--- src/rtl/tslf_pkg.sv ---
// ----------------------------------------------------------------------------
// tslf_pkg: shared types and constants of the text stream line formatter
// Character codes, register indexes, numbering modes and the job record
// that travels from the front part to the back part through the queue.
// ----------------------------------------------------------------------------
package tslf_pkg;

  // Default number of BCD digits in the line counter.
  localparam int DIGITS_DEF = 10;

  // Field width of a printed line number, and the pad counter width.
  localparam int NUM_WIDTH = 6;
  localparam int PADW      = $clog2(NUM_WIDTH);

  // Depth of the job queue between front and back.
  localparam int QDEPTH = 2;

  // Configuration port widths.
  localparam int CFG_AW = 3;
  localparam int CFG_DW = 2;

  // Register indexes.
  localparam logic [CFG_AW-1:0] REG_NUMBERING = 3'd0;
  localparam logic [CFG_AW-1:0] REG_LINE_ENDS = 3'd1;
  localparam logic [CFG_AW-1:0] REG_SQUEEZE   = 3'd2;
  localparam logic [CFG_AW-1:0] REG_TABS      = 3'd3;
  localparam logic [CFG_AW-1:0] REG_CARET     = 3'd4;

  // Numbering modes.
  localparam logic [1:0] MODE_ALL      = 2'd1;
  localparam logic [1:0] MODE_NONBLANK = 2'd2;

  // Character codes.
  localparam logic [7:0] CH_TAB      = 8'h09;
  localparam logic [7:0] CH_NL       = 8'h0A;
  localparam logic [7:0] CH_SPACE    = 8'h20;
  localparam logic [7:0] CH_DOLLAR   = 8'h24;
  localparam logic [7:0] CH_DASH     = 8'h2D;
  localparam logic [7:0] CH_ZERO     = 8'h30;
  localparam logic [7:0] CH_QUESTION = 8'h3F;
  localparam logic [7:0] CH_CTRL_OFS = 8'h40;
  localparam logic [7:0] CH_I        = 8'h49;
  localparam logic [7:0] CH_M        = 8'h4D;
  localparam logic [7:0] CH_CARET    = 8'h5E;
  localparam logic [7:0] CH_DEL      = 8'h7F;
  localparam logic [7:0] CH_CTRL_END = 8'h20;

  // Configuration register set.
  typedef struct packed {
    logic [1:0] numbering_mode;
    logic       show_line_ends;
    logic       squeeze_blank_lines;
    logic       show_tabs_caret;
    logic       caret_notation;
  } cfg_t;

  // Control part of a job: optional line number, then one to four body bytes.
  typedef struct packed {
    logic            has_num;
    logic [1:0]      body_last;
    logic [3:0][7:0] body;
  } job_ctl_t;

endpackage

--- src/rtl/tslf_front.sv ---
// ----------------------------------------------------------------------------
// tslf_front: item acceptance and classification
// Accepts input items, keeps the line state and the BCD line counter, and
// turns each item into a job record for the back part.
// ----------------------------------------------------------------------------
module tslf_front #(
  parameter int DIGITS = tslf_pkg::DIGITS_DEF
) (
  input  logic                     clk,
  input  logic                     rst,
  input  tslf_pkg::cfg_t           cfg,
  input  logic                     in_valid,
  output logic                     in_ready,
  input  logic [7:0]               in_byte,
  input  logic                     in_eos,
  input  logic                     q_full,
  output logic                     push,
  output tslf_pkg::job_ctl_t       push_ctl,
  output logic [DIGITS-1:0][3:0]   push_bcd
);

  logic                   has_content;
  logic                   prev_blank;
  logic [DIGITS-1:0][3:0] bcd;
  logic [DIGITS-1:0][3:0] bcd_inc;

  logic accept;
  logic is_nl;
  logic is_tab;
  logic blank;
  logic squeezed;
  logic need_num;
  logic carry;
  logic [7:0] e0;
  logic [7:0] e1;
  logic       two;
  logic [6:0] low;

  assign in_ready = !q_full;
  assign accept   = in_valid && !q_full;

  // Classification of the byte and the line state.
  always_comb begin
    is_nl    = (in_byte == tslf_pkg::CH_NL);
    is_tab   = (in_byte == tslf_pkg::CH_TAB);
    blank    = !has_content;
    squeezed = is_nl && cfg.squeeze_blank_lines && blank && prev_blank;
    if (is_nl) begin
      need_num = blank && (cfg.numbering_mode == tslf_pkg::MODE_ALL);
    end else begin
      need_num = !has_content && (cfg.numbering_mode == tslf_pkg::MODE_ALL ||
                                  cfg.numbering_mode == tslf_pkg::MODE_NONBLANK);
    end
    push = accept && !in_eos && !squeezed;
  end

  // BCD increment: a digit steps when every lower digit is nine.
  always_comb begin
    carry = 1'b1;
    for (int i = 0; i < DIGITS; i++) begin
      if (carry) begin
        bcd_inc[i] = (bcd[i] >= 4'd9) ? 4'd0 : bcd[i] + 4'd1;
      end else begin
        bcd_inc[i] = bcd[i];
      end
      carry = carry && (bcd[i] >= 4'd9);
    end
  end

  // Caret expansion of the low seven bits.
  always_comb begin
    low = in_byte[6:0];
    e1  = '0;
    two = 1'b0;
    if ({1'b0, low} < tslf_pkg::CH_CTRL_END) begin
      e0  = tslf_pkg::CH_CARET;
      e1  = {1'b0, low} + tslf_pkg::CH_CTRL_OFS;
      two = 1'b1;
    end else if ({1'b0, low} == tslf_pkg::CH_DEL) begin
      e0  = tslf_pkg::CH_CARET;
      e1  = tslf_pkg::CH_QUESTION;
      two = 1'b1;
    end else begin
      e0 = {1'b0, low};
    end
  end

  // Body bytes of the job.
  always_comb begin
    push_ctl           = '0;
    push_ctl.has_num   = need_num;
    push_bcd           = bcd_inc;
    if (is_nl) begin
      if (cfg.show_line_ends) begin
        push_ctl.body[0]   = tslf_pkg::CH_DOLLAR;
        push_ctl.body[1]   = tslf_pkg::CH_NL;
        push_ctl.body_last = 2'd1;
      end else begin
        push_ctl.body[0]   = tslf_pkg::CH_NL;
      end
    end else if (is_tab && cfg.show_tabs_caret) begin
      push_ctl.body[0]   = tslf_pkg::CH_CARET;
      push_ctl.body[1]   = tslf_pkg::CH_I;
      push_ctl.body_last = 2'd1;
    end else if (cfg.caret_notation && !is_tab) begin
      if (in_byte[7]) begin
        push_ctl.body[0]   = tslf_pkg::CH_M;
        push_ctl.body[1]   = tslf_pkg::CH_DASH;
        push_ctl.body[2]   = e0;
        push_ctl.body[3]   = e1;
        push_ctl.body_last = two ? 2'd3 : 2'd2;
      end else begin
        push_ctl.body[0]   = e0;
        push_ctl.body[1]   = e1;
        push_ctl.body_last = two ? 2'd1 : 2'd0;
      end
    end else begin
      push_ctl.body[0] = in_byte;
    end
  end

  // Line state and counter.
  always_ff @(posedge clk) begin
    if (rst) begin
      has_content <= 1'b0;
      prev_blank  <= 1'b0;
      bcd         <= '0;
    end else if (accept) begin
      if (in_eos) begin
        has_content <= 1'b0;
      end else if (is_nl) begin
        if (!squeezed) begin
          prev_blank  <= blank;
          has_content <= 1'b0;
        end
      end else begin
        has_content <= 1'b1;
      end
      if (push && need_num) begin
        bcd <= bcd_inc;
      end
    end
  end

endmodule

--- src/rtl/tslf_queue.sv ---
// ----------------------------------------------------------------------------
// tslf_queue: short job queue
// A small first-in first-out queue with the head entry shown ahead, so the
// front and the back part can stall independently.
// ----------------------------------------------------------------------------
module tslf_queue #(
  parameter int WIDTH = 8
) (
  input  logic             clk,
  input  logic             rst,
  input  logic             push,
  input  logic [WIDTH-1:0] push_data,
  input  logic             pop,
  output logic [WIDTH-1:0] head,
  output logic             empty,
  output logic             full
);

  localparam int PW = $clog2(tslf_pkg::QDEPTH);
  localparam int CW = $clog2(tslf_pkg::QDEPTH + 1);

  logic [WIDTH-1:0] store [tslf_pkg::QDEPTH];
  logic [PW-1:0]    wr_ptr;
  logic [PW-1:0]    rd_ptr;
  logic [CW-1:0]    count;

  assign empty = (count == '0);
  assign full  = (count == CW'(tslf_pkg::QDEPTH));
  assign head  = store[rd_ptr];

  // Entry storage.
  always_ff @(posedge clk) begin
    if (push) begin
      store[wr_ptr] <= push_data;
    end
  end

  // Pointers and fill count.
  always_ff @(posedge clk) begin
    if (rst) begin
      wr_ptr <= '0;
      rd_ptr <= '0;
      count  <= '0;
    end else begin
      if (push) begin
        wr_ptr <= (wr_ptr == PW'(tslf_pkg::QDEPTH - 1)) ? '0 : wr_ptr + 1'b1;
      end
      if (pop) begin
        rd_ptr <= (rd_ptr == PW'(tslf_pkg::QDEPTH - 1)) ? '0 : rd_ptr + 1'b1;
      end
      if (push && !pop) begin
        count <= count + 1'b1;
      end else if (pop && !push) begin
        count <= count - 1'b1;
      end
    end
  end

endmodule

--- src/rtl/tslf_back.sv ---
// ----------------------------------------------------------------------------
// tslf_back: job expansion and output register
// Takes jobs from the queue and emits padding, number digits, tab and body
// bytes one per cycle, while the output is not stalled, into the output register.
// ----------------------------------------------------------------------------
module tslf_back #(
  parameter int DIGITS = tslf_pkg::DIGITS_DEF
) (
  input  logic                   clk,
  input  logic                   rst,
  input  logic                   q_empty,
  input  tslf_pkg::job_ctl_t     head_ctl,
  input  logic [DIGITS-1:0][3:0] head_bcd,
  output logic                   pop,
  output logic                   out_valid,
  input  logic                   out_ready,
  output logic [7:0]             out_byte,
  output logic                   out_last
);

  localparam int IDXW = $clog2(DIGITS);

  typedef enum logic [3:0] {
    PH_PAD  = 4'b0001,
    PH_DIG  = 4'b0010,
    PH_TAB  = 4'b0100,
    PH_BODY = 4'b1000
  } phase_t;

  logic                    job_valid;
  phase_t                  phase;
  logic [tslf_pkg::PADW-1:0] pad_cnt;
  logic [IDXW-1:0]         dig_idx;
  logic [1:0]              body_idx;
  tslf_pkg::job_ctl_t      ctl;
  logic [DIGITS-1:0][3:0]  bcd;

  logic       step;
  logic       is_last;
  logic [7:0] cur_byte;
  logic [IDXW-1:0] top;

  // Highest non-zero digit of the head entry (digit zero at least).
  always_comb begin
    top = '0;
    for (int i = 1; i < DIGITS; i++) begin
      if (head_bcd[i] != 4'd0) begin
        top = IDXW'(i);
      end
    end
  end

  // Byte of the current position.
  always_comb begin
    is_last = 1'b0;
    case (phase)
      PH_PAD:  cur_byte = tslf_pkg::CH_SPACE;
      PH_DIG:  cur_byte = tslf_pkg::CH_ZERO + {4'd0, bcd[dig_idx]};
      PH_TAB:  cur_byte = tslf_pkg::CH_TAB;
      PH_BODY: begin
        cur_byte = ctl.body[body_idx];
        is_last  = (body_idx == ctl.body_last);
      end
      default: cur_byte = tslf_pkg::CH_SPACE;
    endcase
  end

  assign step = job_valid && (!out_valid || out_ready);
  assign pop  = !q_empty && (!job_valid || (step && is_last));

  // Sequencer over the positions of a job.
  always_ff @(posedge clk) begin
    if (rst) begin
      job_valid <= 1'b0;
      phase     <= PH_BODY;
    end else if (pop) begin
      job_valid <= 1'b1;
      ctl       <= head_ctl;
      bcd       <= head_bcd;
      body_idx  <= '0;
      dig_idx   <= top;
      pad_cnt   <= tslf_pkg::PADW'(tslf_pkg::NUM_WIDTH - 1) - tslf_pkg::PADW'(top);
      if (!head_ctl.has_num) begin
        phase <= PH_BODY;
      end else if (top < IDXW'(tslf_pkg::NUM_WIDTH - 1)) begin
        phase <= PH_PAD;
      end else begin
        phase <= PH_DIG;
      end
    end else if (step) begin
      case (phase)
        PH_PAD: begin
          pad_cnt <= pad_cnt - 1'b1;
          if (pad_cnt == tslf_pkg::PADW'(1)) begin
            phase <= PH_DIG;
          end
        end
        PH_DIG: begin
          dig_idx <= dig_idx - 1'b1;
          if (dig_idx == '0) begin
            phase <= PH_TAB;
          end
        end
        PH_TAB: phase <= PH_BODY;
        PH_BODY: begin
          body_idx <= body_idx + 1'b1;
          if (is_last) begin
            job_valid <= 1'b0;
          end
        end
        default: phase <= PH_BODY;
      endcase
    end
  end

  // Output register.
  always_ff @(posedge clk) begin
    if (rst) begin
      out_valid <= 1'b0;
    end else if (step) begin
      out_valid <= 1'b1;
    end else if (out_ready) begin
      out_valid <= 1'b0;
    end
  end

  always_ff @(posedge clk) begin
    if (step) begin
      out_byte <= cur_byte;
      out_last <= is_last;
    end
  end

endmodule

--- src/rtl/text_stream_line_formatter_top.sv ---
// ----------------------------------------------------------------------------
// text_stream_line_formatter_top: byte stream line formatter
// Reformats a text byte stream with optional line numbers, caret notation,
// visible tabs, visible line ends and squeezing of repeated blank lines.
// ----------------------------------------------------------------------------
// Usage:
//   The s_ channel takes one input item per byte; s_tlast marks the end of
//   an input file instead of a byte and closes any unfinished line.
//   The m_ channel returns the formatted bytes; m_tlast is set on the last
//   byte caused by an input item. Items that cause no bytes (end of file,
//   a squeezed blank line) produce nothing on m_.
//   Configuration registers are written through cfg_wr_en, cfg_addr and
//   cfg_wdata while the block is idle, a rule on the user that the block does not check.
// Timing:
//   The first output byte of an item passes through the queue entry, the
//   back part's job register and the output register. While m_tready is
//   high the back part emits one output byte per cycle and plain bytes flow
//   at one item per cycle; an item has one to 15 output bytes (ten digits).
// Reset and stalls:
//   rst clears the configuration, the line counter and the line state.
//   When m_tready is low the output register holds its byte; the job queue
//   keeps taking items until it is full, then s_tready drops.
// ----------------------------------------------------------------------------
module text_stream_line_formatter_top #(
  parameter int DIGITS = tslf_pkg::DIGITS_DEF
) (
  input  logic                        clk,
  input  logic                        rst,
  // Configuration write port
  input  logic                        cfg_wr_en,
  input  logic [tslf_pkg::CFG_AW-1:0] cfg_addr,
  input  logic [tslf_pkg::CFG_DW-1:0] cfg_wdata,
  // Input stream
  input  logic                        s_tvalid,
  output logic                        s_tready,
  input  logic [7:0]                  s_tdata,   // [7:0] data_byte
  input  logic                        s_tlast,   // end_of_stream
  // Output stream
  output logic                        m_tvalid,
  input  logic                        m_tready,
  output logic [7:0]                  m_tdata,   // [7:0] out_byte
  output logic                        m_tlast    // last_of_run
);

  localparam int CTLW = $bits(tslf_pkg::job_ctl_t);
  localparam int JOBW = CTLW + DIGITS * 4;

  tslf_pkg::cfg_t         cfg;
  logic                   push;
  tslf_pkg::job_ctl_t     push_ctl;
  logic [DIGITS-1:0][3:0] push_bcd;
  logic                   pop;
  logic                   q_empty;
  logic                   q_full;
  logic [JOBW-1:0]        head;
  tslf_pkg::job_ctl_t     head_ctl;
  logic [DIGITS-1:0][3:0] head_bcd;

  // Configuration registers.
  always_ff @(posedge clk) begin
    if (rst) begin
      cfg <= '0;
    end else if (cfg_wr_en) begin
      case (cfg_addr)
        tslf_pkg::REG_NUMBERING: cfg.numbering_mode      <= cfg_wdata;
        tslf_pkg::REG_LINE_ENDS: cfg.show_line_ends      <= cfg_wdata[0];
        tslf_pkg::REG_SQUEEZE:   cfg.squeeze_blank_lines <= cfg_wdata[0];
        tslf_pkg::REG_TABS:      cfg.show_tabs_caret     <= cfg_wdata[0];
        tslf_pkg::REG_CARET:     cfg.caret_notation      <= cfg_wdata[0];
        default: ;
      endcase
    end
  end

  tslf_front #(.DIGITS(DIGITS)) u_front (
    .clk      (clk),
    .rst      (rst),
    .cfg      (cfg),
    .in_valid (s_tvalid),
    .in_ready (s_tready),
    .in_byte  (s_tdata),
    .in_eos   (s_tlast),
    .q_full   (q_full),
    .push     (push),
    .push_ctl (push_ctl),
    .push_bcd (push_bcd)
  );

  tslf_queue #(.WIDTH(JOBW)) u_queue (
    .clk       (clk),
    .rst       (rst),
    .push      (push),
    .push_data ({push_ctl, push_bcd}),
    .pop       (pop),
    .head      (head),
    .empty     (q_empty),
    .full      (q_full)
  );

  assign head_ctl = head[JOBW-1 -: CTLW];
  assign head_bcd = head[DIGITS*4-1:0];

  tslf_back #(.DIGITS(DIGITS)) u_back (
    .clk       (clk),
    .rst       (rst),
    .q_empty   (q_empty),
    .head_ctl  (head_ctl),
    .head_bcd  (head_bcd),
    .pop       (pop),
    .out_valid (m_tvalid),
    .out_ready (m_tready),
    .out_byte  (m_tdata),
    .out_last  (m_tlast)
  );

endmodule

--- config.mk ---
export PLATFORM = sky130hd
export DESIGN_NAME = text_stream_line_formatter_top
export DESIGN_NICKNAME = d
export VERILOG_FILES = /design/src/rtl/tslf_pkg.sv /design/src/rtl/tslf_front.sv /design/src/rtl/tslf_queue.sv /design/src/rtl/tslf_back.sv /design/src/rtl/text_stream_line_formatter_top.sv
export SDC_FILE = /design/constraint.sdc
export NUM_CORES = 1
export LEC_CHECK = 0
export ABC_AREA = 1
export BUFFER_PORTS_ARGS = -buffer_cell sky130_fd_sc_hd__clkbuf_2
export CAP_MARGIN = 30
export CORE_UTILIZATION = 67
export CTS_CLUSTER_DIAMETER = 50
export DETAILED_ROUTE_END_ITERATION = 7
export GPL_TIMING_DRIVEN = 0
export PLACE_DENSITY = 0.84
export SKIP_CTS_REPAIR_TIMING = 1
export SLEW_MARGIN = 5
export SYNTH_ARGS = -nofsm -noshare
export SYNTH_HDL_FRONTEND = slang
export SYNTH_SLANG_ARGS = --single-unit
export TNS_END_PERCENT = 20
--- constraint.sdc ---
create_clock -name clk -period 10.2 [get_ports clk]
set_input_delay 0 -clock clk [delete_from_list [all_inputs] [get_ports clk]]
set_output_delay 0 -clock clk [all_outputs]
set_load 0.02 [all_outputs]
==> impl_metrics.yaml, run 1 <==
worst_setup_path:
  ff2ff_path_depth: 14
  crit_type: "reg2reg"
  critical_path.endpoint_type: "flip-flop"
  cp.arrival_ns: 3.04
  required_ns: 10.49
  startpoint: "u_front.bcd[0]$_SDFFE_PP0P_"
  crit_fanout: 10
  start_kind: "flip-flop"
  worstReg2RegStart: "u_front.bcd[0]$_SDFFE_PP0P_"
sta:
  tns_ns: 0
  fmax_mhz: 362.5
  rsz0062_at_grt: "false"
  clock-skew-final_ns: 0.01599
  maxSlewViolCount: 0
  hold_ws_ns: -0.02101
  period_needed_ns: 2.759
  fin_ws_ns: 7.441
  setup_viol: 0
  slew-limit-headroom_pct: 35.60
  hold_viol: 4
  fin_crit_sh_pct: 27.05
  tightest_slew_ns: 0.9660
final_layout:
  finish.instance_area_sq_um: 15200
  areaGrowthSynthToFinish_pct: 14.97
  fin_util_pct: 78.38
  drive_gt1_share_pct: 8.720
  finalNetCount: 1452
  antenna_cells: 0
routing:
  wl_met3_um: 2952
  vias_per_cell: 5.858
  wl_um: 30440
  first_pass_iters: 6
  dr.first_iter.drc_count: 1113
  ant_nets: 0
  wl_met1_um: 12110
  dr_total_vias: 9883
  wl_per_cell_um: 18.04
  top_layer_used: "met4"
  drcViolationCount: 0
  dr_wl_met2_um: 14390
status:
  violations: "hold timing"
  status: "finished with violations"
placement:
  port-buffer-count: 29
  dpl_cell_area_sq_um: 13870
  pre_cts_slack_ns: 7.446
  place.gp.congestion: 0.8891
  place_hpwl_um: 20000
logic_synthesis:
  synthDistinctLibCells: 50
  syn_area_sq_um: 13230
  synth-seq-cells: 298
  yosys_warnings: 0
  synthXorXnorAreaFrac_pct: 0.7285
  synth-seq-area-share_pct: 63.20
  avgSynthCellArea_sq_um: 10.14
  synthMuxAreaShare_pct: 0.3784
  synth_common_cells: "nand2_1, edfxtp_1, inv_1, nor2_1, o21ai_0"
  synth_top_area_cell: "edfxtp_1"
  synth_top_area_share_pct: 54.27
  async_reset_ff_share_pct: 0
  synthTopCellsByArea: "edfxtp_1, dfxtp_1, nand2_1"
  synthAdderAreaFrac_pct: 3.311
  synth_top_family_by_area: "simple AND/OR/NAND/NOR gates"
  dominantRegCellSynth: "edfxtp_1"
  synth-compound-area-share_pct: 10.04
  syn-instance-count: 1304
  yosysMostFrequentCell: "nand2_1"
  synth-simple-area-share_pct: 16.06
  synth_edf_count: 239
grt:
  grt_pass1_wl_um: 47210
  grt_pass1_vias: 9214
  track_usage_pct: 30.55
  grt_max_degree: 33
  antenna_found_initial: 0
  grt-ovfl-total: 0
floorplanning:
  start_util_pct: 68.18
  row_count: 51
  ios: 30
  die_x_um: 142.5
  die_y_um: 142.5
  coreArea_sq_um: 19400
  dieArea_sq_um: 20300
clocking:
  clkLatencyLatePin_ns: 0.56
  cts.reportedPaths.clkPinSlew_ns: 0.07
  h-tree-depth: 1
  cts.sinks: 298
  cts_tree: "done"
  clock_path_buffers: 3
  cts_root_buf: "clkbuf_16"
  cts_made_buffers: 30
job:
  cap_violations: 0
power:
  power_frac_comb_pct: 23.0
  powerDensity_nw_per_um2: 239.2
  p_sw_share_pct: 31.00
  leakagePower_nw: 6.296
  p_sw_mw: 1.128
  peakVddDrop_v: 0.0001549
  power.share.clock_pct: 32.8
  p_seq_share_pct: 44.3
  p_int_mw: 2.510
min_path:
  whs_path_depth: 3
  hold_class: "in2reg"
  min_from: "s_tdata[7]"
## state kept, by name (all words and copies together), names as in the netlist, named ones only
register and cells:
cfg 6, u_back.bcd 40, u_back.body_idx 2, u_back.ctl 33
u_back.dig_idx 4, u_back.job_valid 1, u_back.out_byte 8, u_back.out_last 1
u_back.out_valid 1, u_back.pad_cnt 3, u_back.phase 4, u_front.bcd 40
u_front.has_content 1, u_front.prev_blank 1, u_queue.count 2, u_queue.rd_ptr 1
u_queue.store 148, u_queue.wr_ptr 1
## cells in the final DEF (no fill, tap or decap), types with 6 or more instances in the layout
cell / n
a211oi_1: 12
a21oi_1: 83
a31oi_1: 11
bufinv_16: 7
clkbuf_1: 28
clkbuf_16: 30
clkbuf_2: 29
clkinv_1: 6
dfxtp_1: 59
dlygate4sd3_1: 24
edfxtp_1: 239
ha_1: 35
inv_1: 168
nand2_1: 310
nand2_2: 6
nand3_1: 45
nor2_1: 102
nor2_4: 6
nor3_1: 13
o21ai_0: 98
xor2_1: 10
## layout make-up
cell class / instances / area [sq um]
well taps: 265 / 331.6
flip-flops and latches: 298 / 8358
clock buffers: 32 / 768.2
multi-input cells: 796 / 4074
repair buffers: 59 / 520.5
clock inverters: 24 / 325.3
fillers: 1162 / 4194
inverters: 173 / 651.9
plain buffers: 40 / 175.2
## worst paths after layout
| check | to | slack [ns] |
|---|---|---|
| hold reg to reg | u_front.bcd[23]$_SDFFE_PP0P_ | 0.49 |
| setup / recovery | u_queue.store[1][37]$_DFFE_PP_ | 7.44 |
| hold / removal | u_queue.store[1][48]$_DFFE_PP_ | -0.02 |
| setup reg to reg | u_queue.store[1][37]$_DFFE_PP_ | 7.44 |
## stage by stage
stage / cells / power [mW] / hold WS [ns]
2_1_floorplan: 1307 / 2.159 / 0.1349
3_3_place_gp: 1601 / 2.378 / 0.2753
3_5_place_dp: 1607 / 2.424 / 0.2869
4_1_cts: 1663 / 3.620 / -0.2934
5_1_grt: 1687 / 3.790 / 0.01264
6_report: 1687 / 3.637 / -0.02101
## worst max-delay path: stages, from the launching register on
cell     delay (ns)
dfxtp_1        0.41
inv_1          0.11
ha_1           0.20
nand3_1        0.07
nand2_1        0.14
nor2_4         0.23
inv_4          0.08
nor2_8         0.16
nand2_4        0.11
nor3_4         0.37
nand2_4        0.14
nor2_4         0.15
nand2_2        0.11
nand2_1        0.10
nand2_1        0.09
## cells by family after synthesis
kind of cell | Yosys count
XOR/XNOR | 11
flip-flops | 298
adder cells (fa/ha/maj) | 35
AND/OR/NAND/NOR | 503
buffers and inverters | 213
other | 1
multiplexers | 5
AO/OA/AOI/OAI | 238
## power by group through the flow
stage          Sequential, mW  Combinational (mW)  Clock (mW)
5_1_grt                  1.62               0.918        1.25
4_1_cts                  1.61               0.810        1.20
3_3_place_gp             1.65               0.730           0
6_report                 1.61               0.835        1.19
2_1_floorplan            1.65               0.514           0
3_5_place_dp             1.63               0.793           0
## routing by layer
metal,global-route usage (%),vias to the layer above
li1,-,4583
met1,42.82,4633
met2,49.66,577
met3,3.903,90
met4,10.53,0
met5,0,-
Note: power is estimated with default switching activity, not from simulation.
==> inputs of run 2 (changes only) <==
--- a/config.mk
+++ b/config.mk
@@ -5,14 +5,14 @@
 export SDC_FILE = /design/constraint.sdc
 export NUM_CORES = 1
 export LEC_CHECK = 0
-export ABC_AREA = 1
+export ABC_AREA = 0
 export BUFFER_PORTS_ARGS = -buffer_cell sky130_fd_sc_hd__clkbuf_2
 export CAP_MARGIN = 30
-export CORE_UTILIZATION = 67
+export CORE_UTILIZATION = 63
 export CTS_CLUSTER_DIAMETER = 50
 export DETAILED_ROUTE_END_ITERATION = 7
 export GPL_TIMING_DRIVEN = 0
-export PLACE_DENSITY = 0.84
+export PLACE_DENSITY = 0.8
 export SKIP_CTS_REPAIR_TIMING = 1
 export SLEW_MARGIN = 5
 export SYNTH_ARGS = -nofsm -noshare
==> constraint.sdc (replaced) <==
create_clock -name clk -period 2.6 [get_ports clk]
set_input_delay 0 -clock clk [delete_from_list [all_inputs] [get_ports clk]]
set_output_delay 0 -clock clk [all_outputs]
set_load 0.02 [all_outputs]
==> impl_metrics.yaml, run 2 <==
logic_synthesis:
  syn-instance-count: 1050
  yosys_warnings: 0
  synth-seq-area-share_pct: 61.95
  syn_area_sq_um: 13490
  avgSynthCellArea_sq_um: 12.85
  synth-seq-cells: 298
  yosysMostFrequentCell: "edfxtp_1"
  synthDistinctLibCells: 69
  synthTopCellsByArea: "edfxtp_1, dfxtp_1, mux2_2"
  async_reset_ff_share_pct: 0
  synth_edf_count: 239
  synth_top_area_share_pct: 53.19
  synth_common_cells: "edfxtp_1, nor2_1, mux2_2, nand2_1, dfxtp_1"
  dominantRegCellSynth: "edfxtp_1"
  synth_top_area_cell: "edfxtp_1"
clocking:
  h-tree-depth: 1
  clock_path_buffers: 3
  clkLatencyLatePin_ns: 0.55
  cts_made_buffers: 31
  cts_tree: "done"
  cts_root_buf: "clkbuf_16"
  cts.sinks: 298
  cts.reportedPaths.clkPinSlew_ns: 0.06
final_layout:
  fillers: 1250
  largest-register: "u_queue.store"
  fin_util_pct: 74.57
  reg.largest.list: "u_queue.store: 148 flops, u_back.bcd: 40 flops, u_front.bcd: 40 flops"
  antenna_cells: 0
  layout_common_cells: "edfxtp_1, nor2_1, mux2_2"
  drive_gt1_share_pct: 21.60
  final_common_cell: "edfxtp_1"
  finalNetCount: 1215
  finish.instance_area_sq_um: 15680
  largest_reg_flops: 148
  areaGrowthSynthToFinish_pct: 16.19
sta:
  rsz0062_at_grt: "true"
  hold_viol: 2
  fmax_mhz: 366.8
  setup_viol: 12
  clock-skew-final_ns: 0.01682
  fin_ws_ns: -0.1266
  period_needed_ns: 2.727
  fin_crit_sh_pct: 104.9
  slew-limit-headroom_pct: 31.66
  maxSlewViolCount: 0
  tightest_slew_ns: 1.025
  hold_ws_ns: -0.01939
worst_setup_path:
  r2r_setup_slack_ns: -0.13
  cp_slowest_cell: "or4b_4"
  crit_chain: "buf_6 > or4b_4 > nand4bb_4 > a21oi_4 > inv_2 > buf_12 > ha_4 > xor2_1 > or3_1 > a21oi_2"
  required_ns: 3.07
  path_delay_family: "simple AND/OR/NAND/NOR gates"
  crit_type: "reg2reg"
  crit_fanout: 8
  cp.buffers_inverters: 3
  cp_slowest_stage_delay_ns: 0.54
  cp.arrival_ns: 3.19
  start_kind: "flip-flop"
  critical_path.endpoint_type: "flip-flop"
routing:
  vias_per_cell: 6.451
  dr.first_iter.drc_count: 1048
  first_pass_iters: 5
  wl_um: 32030
  wl_per_cell_um: 21.94
  dr_total_vias: 9418
  drcViolationCount: 0
  ant_nets: 0
placement:
  port-buffer-count: 27
  pre_cts_slack_ns: -0.7729
  place.gp.congestion: 0.9146
  place_hpwl_um: 21280
  dpl_cell_area_sq_um: 14140
floorplanning:
  row_count: 53
  die_y_um: 148.3
  start_util_pct: 64.18
  dieArea_sq_um: 22000
  coreArea_sq_um: 21020
  die_x_um: 148.3
  ios: 30
grt:
  grt_pass1_vias: 8821
  grt_max_degree: 31
  busiest_layer: "met2"
  grt_pass1_wl_um: 47210
  track_usage_pct: 28.17
  antenna_found_initial: 0
  met1_usage_pct: 39.85
  grt.met2_usage_pct: 43.94
  grt-ovfl-total: 0
  grt_use_met3_pct: 4.663
power:
  peakVddDrop_v: 0.0006370
  p_int_mw: 9.782
  power.share.clock_pct: 31.2
  leakagePower_nw: 5.445
  p_sw_mw: 3.793
  p_seq_share_pct: 45.5
  power_frac_comb_pct: 23.3
  powerDensity_nw_per_um2: 866.0
  p_sw_share_pct: 27.94
status:
  status: "finished with violations"
  violations: "hold timing, setup timing"
min_path:
  hold_class: "in2reg"
job:
  cap_violations: 0
## run 2: cell types whose count changed after synthesis, moves of 12 or more
cell	before	now
nand2_1	310	65
inv_1	168	46
mux2_2	0	76
o21ai_0	98	44
a21oi_1	83	54
nand3_1	45	19
nor2_1	105	84
mux4_2	0	15
nand4_1	5	20
clkbuf_1	27	41
nor2b_1	0	12
nor4_1	3	15
## run 2: cells by family after synthesis
family / after synthesis / share of synthesized area, %
xor+xnor: 13 / 0.8439
simple gates: 318 / 12.45
other cells: 1 / 0.02779
flops: 298 / 61.95
compound gates: 185 / 8.829
fa+ha+maj: 35 / 3.246
mux: 105 / 9.886
buf+inv: 95 / 2.764
## run 2: per-layer routing
metal	vias to the layer above	share of wire, %
li1	4225	-
met4	0	3.6
met5	-	0
met2	542	46
met1	4541	41
met3	110	8.9
## run 2: final timing paths
kind / startpoint / to / depth (start not counted)
worst min register to register: u_front.bcd[7]$_SDFFE_PP0P_ / u_front.bcd[7]$_SDFFE_PP0P_ / 2
worst max register to register: u_back.phase[0]$_SDFFE_PP0P_ / u_queue.count[1]$_SDFFE_PP0P_ / 10
worst max-delay path: u_back.phase[0]$_SDFFE_PP0P_ / u_queue.count[1]$_SDFFE_PP0P_ / 10
worst min-delay path: s_tdata[3] / u_queue.store[0][43]$_DFFE_PP_ / 3
## run 2: through the flow
step                      total power [mW]  setup TNS (ns)  cells
after CTS                            13.18          -87.73   1418
after floorplan                      8.125          -62.23   1053
after detailed placement             8.968          -88.31   1361
final                                13.58         -0.4785   1460
after global routing                 14.01          -2.530   1460
after global placement               8.810         -267.55   1355
## run 2: worst reg2reg max path: cells and delay by family, from the launching register on
family / cells / cell delay [ns]
xor+xnor: 1 / 0.14
simple gates: 3 / 1.24
flops: 1 / 0.31
fa+ha+maj: 1 / 0.15
buf+inv: 3 / 0.38
compound gates: 2 / 0.44
## run 2: area by class of cell
cell class	count	area, sq um	share of cell area [%]
inverter	46	172.7	1.101
timing repair buffer	77	701.9	4.478
sequential	298	8367	53.37
multi-input combinational	661	4882	31.14
clock inverter	20	175.2	1.117
tap	275	344.1	2.195
clock buffer	37	808.3	5.156
buffer	46	225.2	1.437
## run 2: power by group through the flow
stage	logic, mW	clock network (mW)	registers, mW
global placement	2.56	0	6.25
detailed placement	2.71	0	6.25
finish	3.17	4.23	6.17
global route	3.35	4.46	6.21
floorplan	1.87	0	6.25
CTS	2.74	4.27	6.16
